$ cat src/rtl/cmap_pkg.sv
package cmap_pkg;

  localparam int unsigned SAMPLE_BITS = 16;
  localparam int unsigned NUM_STOPS   = 6;
  localparam int unsigned PIPE_DEPTH  = 14;

  typedef enum logic [2:0] {
    REG_POSITIONS = 3'd0,
    REG_COLORS_A  = 3'd1,
    REG_COLORS_B  = 3'd2,
    REG_COLORS_C  = 3'd3,
    REG_COUNT     = 3'd4,
    REG_LOW       = 3'd5,
    REG_HIGH      = 3'd6,
    REG_MODE      = 3'd7
  } cfg_reg_t;

  localparam logic [53:0] POSITIONS_RST = 54'd9022613917548544;
  localparam logic [2:0]  COUNT_RST     = 3'd6;
  localparam logic [15:0] LOW_RST       = 16'd0;
  localparam logic [15:0] HIGH_RST      = 16'hFFFF;
  localparam logic [1:0]  MODE_RST      = 2'd0;

  // even stops 0,2,4 and odd stops 1,3,5 live in separate memories
  localparam logic [23:0] EVEN_RST [3] = '{24'h000080, 24'h00FFFF, 24'hFF0000};
  localparam logic [23:0] ODD_RST  [3] = '{24'h0000FF, 24'hFFFF00, 24'h800000};

  typedef struct packed {
    logic [15:0] s;
    logic [23:0] rem;
    logic [15:0] den;
    logic [7:0]  q;
    logic        force_zero;
    logic        force_max;
    logic        raw;
    logic        oor;
  } idx_stage_t;

  typedef struct packed {
    logic [7:0] idx;
    logic       oor;
  } sel_t;

  typedef struct packed {
    logic [7:0] idx;
    logic [8:0] lo;
    logic [8:0] hi;
    logic       copy;
    logic       black;
    logic       low_odd;
    logic [1:0] e_addr;
    logic [1:0] o_addr;
    logic       oor;
  } srch_t;

  typedef struct packed {
    logic [2:0][16:0] rem;
    logic [2:0][7:0]  q;
    logic [8:0]       den;
    logic             oor;
  } blend_t;

endpackage

$ cat src/rtl/gradient_colormap_pixel_unit.sv
// done is the taken start delayed through the valid shift register v and rises
// with the registered colors. Throughput: one sample per clock while not busy;
// the index and blend dividers are 2 bits per stage
// reset: a clearing pass writes the default stop colors into the color memories,
// busy is held high and cfg_ready low meanwhile; other config registers reset at once
// results are shown for one cycle only, the receiver cannot stall
module gradient_colormap_pixel_unit import cmap_pkg::*; (
  input  logic        clk,
  input  logic        rst,
  input  logic        start,
  output logic        busy,
  input  logic [15:0] sample,
  output logic        done,
  output logic [7:0]  red,
  output logic [7:0]  green,
  output logic [7:0]  blue,
  output logic        out_of_range,
  input  logic        cfg_valid,
  output logic        cfg_ready,
  input  logic [2:0]  cfg_index,
  input  logic [53:0] cfg_data
);

  logic [53:0] stop_positions;
  logic [2:0]  stop_count;
  logic [15:0] range_low;
  logic [15:0] range_high;
  logic [1:0]  mode_bits;

  logic [23:0] mem_even [3];
  logic [23:0] mem_odd  [3];

  logic       init_act;
  logic [1:0] init_cnt;

  logic [PIPE_DEPTH-1:0] v;
  idx_stage_t prep;
  idx_stage_t idiv [4];
  sel_t       sel;
  srch_t      srch;
  srch_t      mst;
  logic [23:0] e_rd;
  logic [23:0] o_rd;
  blend_t     bl;
  blend_t     bdiv [4];

  logic take;
  logic cfg_wr;
  cfg_reg_t cfg_reg;

  assign take      = start && !busy;
  assign busy      = init_act;
  assign cfg_ready = !init_act;
  assign cfg_wr    = cfg_valid && cfg_ready;
  assign cfg_reg   = cfg_reg_t'(cfg_index);

  function automatic idx_stage_t idx_div2(idx_stage_t a, int unsigned b);
    idx_stage_t r;
    logic [23:0] d;
    r = a;
    for (int j = 0; j < 2; j++) begin
      d = {8'd0, a.den} << (b + 1 - j);
      if (r.rem >= d) begin
        r.rem = r.rem - d;
        r.q[b + 1 - j] = 1'b1;
      end
    end
    return r;
  endfunction

  function automatic blend_t blend_div2(blend_t a, int unsigned b);
    blend_t r;
    logic [16:0] d;
    r = a;
    for (int c = 0; c < 3; c++) begin
      for (int j = 0; j < 2; j++) begin
        d = {8'd0, a.den} << (b + 1 - j);
        if (r.rem[c] >= d) begin
          r.rem[c] = r.rem[c] - d;
          r.q[c][b + 1 - j] = 1'b1;
        end
      end
    end
    return r;
  endfunction

  // config registers and clearing pass
  always_ff @(posedge clk) begin
    if (rst) begin
      stop_positions <= POSITIONS_RST;
      stop_count     <= COUNT_RST;
      range_low      <= LOW_RST;
      range_high     <= HIGH_RST;
      mode_bits      <= MODE_RST;
      init_act       <= 1'b1;
      init_cnt       <= 2'd0;
    end else begin
      if (init_act) begin
        init_cnt <= init_cnt + 2'd1;
        if (init_cnt == 2'd2) init_act <= 1'b0;
      end
      if (cfg_wr) begin
        unique case (cfg_reg)
          REG_POSITIONS: stop_positions <= cfg_data;
          REG_COUNT:     stop_count     <= cfg_data[2:0];
          REG_LOW:       range_low      <= cfg_data[15:0];
          REG_HIGH:      range_high     <= cfg_data[15:0];
          REG_MODE:      mode_bits      <= cfg_data[1:0];
          REG_COLORS_A, REG_COLORS_B, REG_COLORS_C: ;
        endcase
      end
    end
  end

  always_ff @(posedge clk) begin
    if (init_act) begin
      mem_even[init_cnt] <= EVEN_RST[init_cnt];
      mem_odd[init_cnt]  <= ODD_RST[init_cnt];
    end else if (cfg_wr && (cfg_reg == REG_COLORS_A || cfg_reg == REG_COLORS_B ||
                            cfg_reg == REG_COLORS_C)) begin
      mem_even[cfg_index[1:0] - 2'd1] <= cfg_data[23:0];
      mem_odd[cfg_index[1:0] - 2'd1]  <= cfg_data[47:24];
    end
    e_rd <= mem_even[srch.e_addr];
    o_rd <= mem_odd[srch.o_addr];
  end

  always_ff @(posedge clk) begin
    if (rst) v <= '0;
    else     v <= {v[PIPE_DEPTH-2:0], take};
  end

  // prep: range offset times 255, overflow and limit flags
  logic [15:0] s_in;
  logic [15:0] diff;
  logic [15:0] den_in;
  always_comb begin
    s_in   = 16'(sample[SAMPLE_BITS-1:0]);
    diff   = s_in - range_low;
    den_in = range_high - range_low;
  end

  always_ff @(posedge clk) begin
    prep.s          <= s_in;
    prep.rem        <= 24'(diff * 8'd255);
    prep.den        <= den_in;
    prep.q          <= 8'd0;
    prep.force_zero <= (range_high <= range_low) || (s_in <= range_low);
    prep.force_max  <= diff >= den_in;
    prep.raw        <= !mode_bits[0];
    prep.oor        <= mode_bits[1] && ((s_in < range_low) || (s_in > range_high));
    idiv[0] <= idx_div2(prep, 6);
    idiv[1] <= idx_div2(idiv[0], 4);
    idiv[2] <= idx_div2(idiv[1], 2);
    idiv[3] <= idx_div2(idiv[2], 0);
  end

  // round half to even and pick the index source
  logic [24:0] twice_rem;
  logic        round_up;
  always_ff @(posedge clk) begin
    priority if (idiv[3].raw)
      sel.idx <= (idiv[3].s > 16'd255) ? 8'd255 : idiv[3].s[7:0];
    else if (idiv[3].force_zero)
      sel.idx <= 8'd0;
    else if (idiv[3].force_max)
      sel.idx <= 8'd255;
    else
      sel.idx <= idiv[3].q + {7'd0, round_up};
    sel.oor <= idiv[3].oor;
  end
  always_comb begin
    twice_rem = {idiv[3].rem, 1'b0};
    round_up  = (twice_rem > {9'd0, idiv[3].den}) ||
                ((twice_rem == {9'd0, idiv[3].den}) && idiv[3].q[0]);
  end

  // stop search
  logic [8:0] pos [NUM_STOPS];
  logic [2:0] n_use;
  logic [2:0] fi;
  logic [2:0] lsel;
  logic       cp;
  srch_t      srch_next;
  always_comb begin
    for (int i = 0; i < NUM_STOPS; i++) pos[i] = stop_positions[9*i +: 9];
    n_use = (stop_count > 3'(NUM_STOPS)) ? 3'(NUM_STOPS) : stop_count;
    fi = n_use;
    for (int i = NUM_STOPS - 1; i >= 0; i--) begin
      if (3'(i) < n_use && pos[i] >= {1'b0, sel.idx}) fi = 3'(i);
    end
    cp   = 1'b0;
    lsel = fi - 3'd1;
    priority if (n_use <= 3'd1 || fi == 3'd0) begin
      cp   = 1'b1;
      lsel = 3'd0;
    end else if (fi == n_use) begin
      cp   = 1'b1;
      lsel = n_use - 3'd1;
    end
    srch_next.idx     = sel.idx;
    srch_next.lo      = pos[lsel];
    srch_next.hi      = cp ? pos[lsel] : pos[lsel + 3'd1];
    srch_next.copy    = cp;
    srch_next.black   = n_use == 3'd0;
    srch_next.low_odd = lsel[0];
    srch_next.o_addr  = lsel[2:1];
    srch_next.e_addr  = (lsel[0] && !cp) ? lsel[2:1] + 2'd1 : lsel[2:1];
    srch_next.oor     = sel.oor;
  end

  always_ff @(posedge clk) begin
    srch <= srch_next;
    mst  <= srch;
  end

  // blend numerators per channel
  logic [23:0] lc;
  logic [23:0] uc;
  logic        use_lc;
  blend_t      bl_next;
  always_comb begin
    lc     = mst.low_odd ? o_rd : e_rd;
    uc     = mst.low_odd ? e_rd : o_rd;
    use_lc = mst.copy || (mst.hi <= mst.lo);
    bl_next.q   = '0;
    bl_next.oor = mst.oor;
    bl_next.den = (mst.black || use_lc) ? 9'd1 : mst.hi - mst.lo;
    for (int c = 0; c < 3; c++) begin
      if (mst.black)
        bl_next.rem[c] = 17'd0;
      else if (use_lc)
        bl_next.rem[c] = {9'd0, lc[8*c +: 8]};
      else
        bl_next.rem[c] = 17'(lc[8*c +: 8] * (mst.hi - {1'b0, mst.idx})) +
                         17'(uc[8*c +: 8] * ({1'b0, mst.idx} - mst.lo));
    end
  end

  always_ff @(posedge clk) begin
    bl      <= bl_next;
    bdiv[0] <= blend_div2(bl, 6);
    bdiv[1] <= blend_div2(bdiv[0], 4);
    bdiv[2] <= blend_div2(bdiv[1], 2);
    bdiv[3] <= blend_div2(bdiv[2], 0);
    red          <= bdiv[3].oor ? 8'hFF : bdiv[3].q[2];
    green        <= bdiv[3].oor ? 8'hFF : bdiv[3].q[1];
    blue         <= bdiv[3].oor ? 8'hFF : bdiv[3].q[0];
    out_of_range <= bdiv[3].oor;
  end

  assign done = v[PIPE_DEPTH-1];

  a_latency: assert property (@(posedge clk) disable iff (rst)
    take |-> ##14 done) else $error("result strobe missing");
  a_white: assert property (@(posedge clk) disable iff (rst)
    done && out_of_range |-> red == 8'hFF && green == 8'hFF && blue == 8'hFF)
    else $error("flagged beat not white");
  a_init_once: assert property (@(posedge clk) disable iff (rst)
    !busy |=> !busy) else $error("busy returned after clearing pass");
  a_no_early_beat: assert property (@(posedge clk) disable iff (rst)
    busy |-> !done) else $error("beat during clearing pass");

endmodule

$ cat config.mk
export PLATFORM = sky130hd
export DESIGN_NAME = gradient_colormap_pixel_unit
export DESIGN_NICKNAME = d
export VERILOG_FILES = /design/src/rtl/cmap_pkg.sv /design/src/rtl/gradient_colormap_pixel_unit.sv
export SDC_FILE = /design/constraint.sdc
export NUM_CORES = 2
export LEC_CHECK = 0
export ABC_AREA = 1
export BUFFER_PORTS_ARGS = -buffer_cell sky130_fd_sc_hd__buf_2
export CORE_ASPECT_RATIO = 1.75
export CORE_MARGIN = 1
export CORE_UTILIZATION = 43
export CTS_CLUSTER_DIAMETER = 30
export DETAILED_ROUTE_END_ITERATION = 12
export PLACE_DENSITY = 0.57
export SYNTH_ARGS = -nofsm -noshare
export SYNTH_HDL_FRONTEND = slang
export SYNTH_SLANG_ARGS = --single-unit
$ cat constraint.sdc
create_clock -name clk -period 11.8 [get_ports clk]
set_input_delay 2.95 -clock clk [delete_from_list [all_inputs] [get_ports clk]]
set_output_delay 2.95 -clock clk [all_outputs]
set_load 0.05 [all_outputs]
# ---- After elaboration in Yosys (flattened, before gate mapping)
# Memory sizes are Yosys's and may differ from the RTL's. A register that Yosys moved wholly into a read port is not among the register bits.
# Index checks and enable logic that the tools add are counted.
dict set report word_totals {
  ff_bits 327
  ram_bits 756
  input_bits 77
  wordCells 318
  n_memories 4
}
dict set report classes {
  add_sub_neg 47
  n_mul 7
  magnitude_cmp 57
  eq_ne 10
  mux 111
  n_bitwise 3
  reduce_logical 34
}
# name words width read_ports rd_ports_with_merged_regs write_ports line_no
set memory_table {}
lappend memory_table {bdiv 4 85 4 0 4 gradient_colormap_pixel_unit.sv:45} ;# blend_t bdiv [4];
lappend memory_table {idiv 4 68 4 0 4 gradient_colormap_pixel_unit.sv:38} ;# idx_stage_t idiv [4];
lappend memory_table {mem_even 3 24 1 1 1 gradient_colormap_pixel_unit.sv:30} ;# logic [23:0] mem_even [3];
lappend memory_table {mem_odd 3 24 1 1 1 gradient_colormap_pixel_unit.sv:31} ;# logic [23:0] mem_odd [3];
# operator count
set ops {}
lappend ops {{$mux 17} 24}
lappend ops {{$mux 24} 16}
lappend ops {{$bmux 24 s2} 2}
lappend ops {{$mul 8x17->17} 4}
lappend ops {{$mux 8} 7}
lappend ops {{$bmux 9 s3} 2}
lappend ops {{$ge 9x8->1} 6}
lappend ops {{$add 17x17->17} 3}
lappend ops {{$ge 17x10->1} 3}
lappend ops {{$ge 17x11->1} 3}
lappend ops {{$ge 17x12->1} 3}
lappend ops {{$ge 17x13->1} 3}
lappend ops {{$ge 17x14->1} 3}
lappend ops {{$ge 17x15->1} 3}
lappend ops {{$ge 17x16->1} 3}
lappend ops {{$ge 17x9->1} 3}
lappend ops {{$sub 17x10->17} 3}
lappend ops {{$sub 17x11->17} 3}
lappend ops {{$sub 17x12->17} 3}
lappend ops {{$sub 17x13->17} 3}
lappend ops {{$sub 17x14->17} 3}
lappend ops {{$sub 17x15->17} 3}
lappend ops {{$sub 17x16->17} 3}
lappend ops {{$sub 17x9->17} 3}
lappend ops {{60 further kinds} 157}

# ---- Depth between registers and ports, before layout
dict set report depth {
  depth_word 19
  ltp_mapped 39
}

# ---- Least setup slack after synthesis
# No wires, ideal clock.
dict set report synth_path {
  path_kind {input to register}
  from {input port sample[2]}
  to {register prep[50] (netlist name)}
  setup_time_ns 0.072
  arrival_ns 8.801
  required_time_ns 11.728
  setup_slack_ns 2.927
  cell_stages 28
  path_buffers 0
  cell_sequence {ha_1 > nand2_1 > o21ai_1 > a21oi_1 > o21bai_1 > nand2_1 > nand2_1 > a21oi_1 > nor2_1 > a21boi_1 > o21ai_0 > nand2_1 > o21ai_1 > xor2_1 > fa_1 > fa_1 > inv_1 > fa_1 > fa_1 > inv_1 > ha_1 > nand2_1 > nor4_1 > nand4_1 > nand3_1 > a21oi_1 > o21ai_0 > xor2_1}
}
dict set report synth_between {
  elab_chain_len 2
}
# item line_no
set synth_lines {}
lappend synth_lines {{from (decl)} gradient_colormap_pixel_unit.sv:12} ;# input logic [15:0] sample,
lappend synth_lines {{$sub 16x16->16} gradient_colormap_pixel_unit.sv:139} ;# diff = s_in - range_low;
lappend synth_lines {{$mul 16x8->24} gradient_colormap_pixel_unit.sv:145} ;# prep.rem <= 24'(diff * 8'd255);
lappend synth_lines {{to (decl)} gradient_colormap_pixel_unit.sv:37} ;# idx_stage_t prep;
# No other way between the ends.
# A chain may end at the register's enable or synchronous reset.

# ---- Final worst setup path
# Same ends and word-level chain as after synthesis.

==> flow_summary.yaml <==
sta:
  final-max-slew-violation-count: 0
  worst_hold_slack_ps: 303.8
  fin_tns_setup_ps: 0
  finalWorstSetupSlack_ps: 2810
  slew_headroom: 0.1633
  setup_violations: 0
  hold_violations: 0
  timing.fmax_mhz: 111.2
  rsz0062_at_grt: "false"
  min_period_ps: 8990
  clock_skew_ps: 45.30
  period_share: 0.7618
  max_slew.worst_pin.slew_ps: 1242
min_path:
  min_to: "idiv[0][0]"
  hp-start: "prep[0]"
  hold_path_depth: 0
  hp-class: "register to register"
drt:
  via_count: 58933
  wl_per_cell_um: 18.01
  viasPerCell: 5.097
  drtAntennaViolNets: 0
  drt-total-wl_mm: 208.2
  drc: 5
  drt_iter0_drc: 2831
  dr.pass1.iters: 13
grt:
  overflow: 0
  grt_pass1_wl_mm: 325.1
  grt_max_degree: 83
  grt.total_usage: 0.2411
  antenna_found_initial: 2
  grt_pass1_vias: 61279
worst_setup_path:
  cp.arrival_ps: 9700
  worstPathMaxFanout: 7
  crit_path_start: "sample[2]"
  r2r_cells: 37
  cp_common_cell: "nand2_1"
  reg2reg_to: "bl[50]"
  required_ps: 12510
  rrSetupSlack_ps: 3410
  crit_slowest_cell: "xor2_1"
  critPathMaxStageDelay_ps: 720
  setup.worst_path.class: "input pin to register"
  worstSetupStartpointType: "input pin"
  endpoint_kind: "register"
  r2r_start: "mst[8]"
cells_and_area:
  area_delta_synth_final_pct: 11.94
  fin_cells: 11562
  layout_common_cells: "nand2_1 (1678), inv_1 (1476), dfxtp_1 (878), nor2_1 (732), ha_1 (704)"
  drive_gt1_frac: 0.07912
  nets: 10521
  final_common_cell: "nand2_1"
yosys:
  syn_area_per_cell_sq_um: 8.179
  synth_cells: 9038
  yosysTopAreaCell: "dfxtp_1"
  synth-seq-cells: 1023
  syn_area_sq_um: 73920
  syn_nets: 10372
  ys_seq_area_frac: 0.2965
  synth.distinct_cells: 78
  ys_warn_count: 0
  synth_edf_count: 144
  synthTopCellsByArea: "dfxtp_1 (24%), fa_1 (15%), ha_1 (12%)"
  synth_ff_type: "dfxtp_1"
  synthArstFlopShare: 0
  synth_top_area_share: 0.2380
clocking:
  htree_levels: 4
  cts_hold_buffers: 0
  clock_sinks: 1023
  ctsResizeCount: 0
  cts-root-buf: "clkbuf_16"
  cts_setup_buffers: 0
  clk-insertion-delay-late_ps: 820
  cts_tree: "yes"
  cts_buffers: 180
  cts_buffer_depth: 4
  cts.clk_slew.worst_paths_ps: 60
die:
  initial_core_util: 0.4323
  coreArea_sq_um: 171000
  fp.dieH_um: 550.5
  io_pins: 105
  die-area_sq_um: 173600
  chipWidth_um: 315.4
  num_rows: 201
place:
  place_hpwl_mm: 170.7
  placed_cells: 11238
  portBuffers: 104
  post-place-ws_ps: 1947
  routabilityCongestion: 0.9501
flow_run:
  cap_violations: 0
outcome:
  outcome: "finished, violations left"
  violations: "DRC"
## logic make-up (layout without fill, tap and decap cells)
family,count (synthesis),after routing,share of synthesized area
buffers and inverters,1713,2003,0.09010
DFF,1023,1023,0.2965
AOI/OAI and AO/OA,1537,1537,0.1156
xor gates and xnor gates,433,433,0.05171
and+or+nand+nor,3075,3075,0.1771
other,0,1,0
adders and majority gates,1257,1257,0.2689
## metrics by stage
stage            util  cell area (sq um)
6_report       0.4839              82750
5_1_grt        0.4839              82750
4_1_cts        0.4838              82740
3_5_place_dp   0.4485              76700
3_3_place_gp   0.4485              76700
2_1_floorplan       -              73920
## Yosys cell counts, types with 37 or more instances
| library cell | count |
|---|---|
| a21oi_1 | 637 |
| clkbuf_1 | 123 |
| dfxtp_1 | 879 |
| edfxtp_1 | 144 |
| fa_1 | 553 |
| ha_1 | 704 |
| inv_1 | 1477 |
| inv_2 | 40 |
| nand2_1 | 1679 |
| nand3_1 | 275 |
| nand4_1 | 79 |
| nor2_1 | 734 |
| nor3_1 | 75 |
| o211ai_1 | 37 |
| o21ai_0 | 499 |
| o21ai_1 | 120 |
| o21ai_2 | 48 |
| or2_2 | 65 |
| xnor2_1 | 193 |
| xor2_1 | 236 |
## registers in the layout, summed over array words and instances (netlist names), 2 cells and up
| signal | flops |
|---|---|
| stop_count | 3 |
| v | 14 |
| mem_odd | 72 |
| blue | 8 |
| o_rd | 24 |
| idiv | 260 |
| red | 8 |
| srch | 34 |
| init_cnt | 2 |
| prep | 60 |
| range_high | 16 |
| bl | 61 |
| mem_even | 72 |
| green | 8 |
| sel | 9 |
| mst | 29 |
| bdiv | 244 |
| stop_positions | 54 |
| e_rd | 24 |
| mode_bits | 2 |
| range_low | 16 |
## metal layers
layer,track usage,up-vias,share of wire
li1,-,29271,-
met4,0.1600,0,0.075
met2,0.4716,1287,0.54
met1,0.2327,27769,0.35
met5,0,-,0
met3,0.02762,606,0.034
## cell type report
cell class | instances | area (sq um)
Fill cell | 16795 | 88270
Multi-Input combinational cell | 6302 | 45370
Sequential cell | 1023 | 21920
Inverter | 1532 | 5761
Clock buffer | 206 | 4743
Tap cell | 2233 | 2794
Clock inverter | 117 | 1303
Timing Repair Buffer | 148 | 850.8
Antenna cell | 1 | 2.502
## critical path, delay by kind of cell
kind                     cells  cell delay, ps
buffers and inverters        3             220
AO/OA/AOI/OAI                8            1260
adder cells (fa/ha/maj)      6            2960
XOR/XNOR                     2             880
AND/OR/NAND/NOR             10            1400
## how the worst max path moves through the flow
stage / end / slack [ps]
floorplan: prep[50] / 2930
global placement: prep[50] / 1980
detailed placement: prep[50] / 1950
CTS: prep[50] / 2770
global route: prep[50] / 2250
finish: prep[50] / 2810
Power is not shown: default switching activity piles up to over one toggle a cycle in this logic, so the estimate is an artifact.
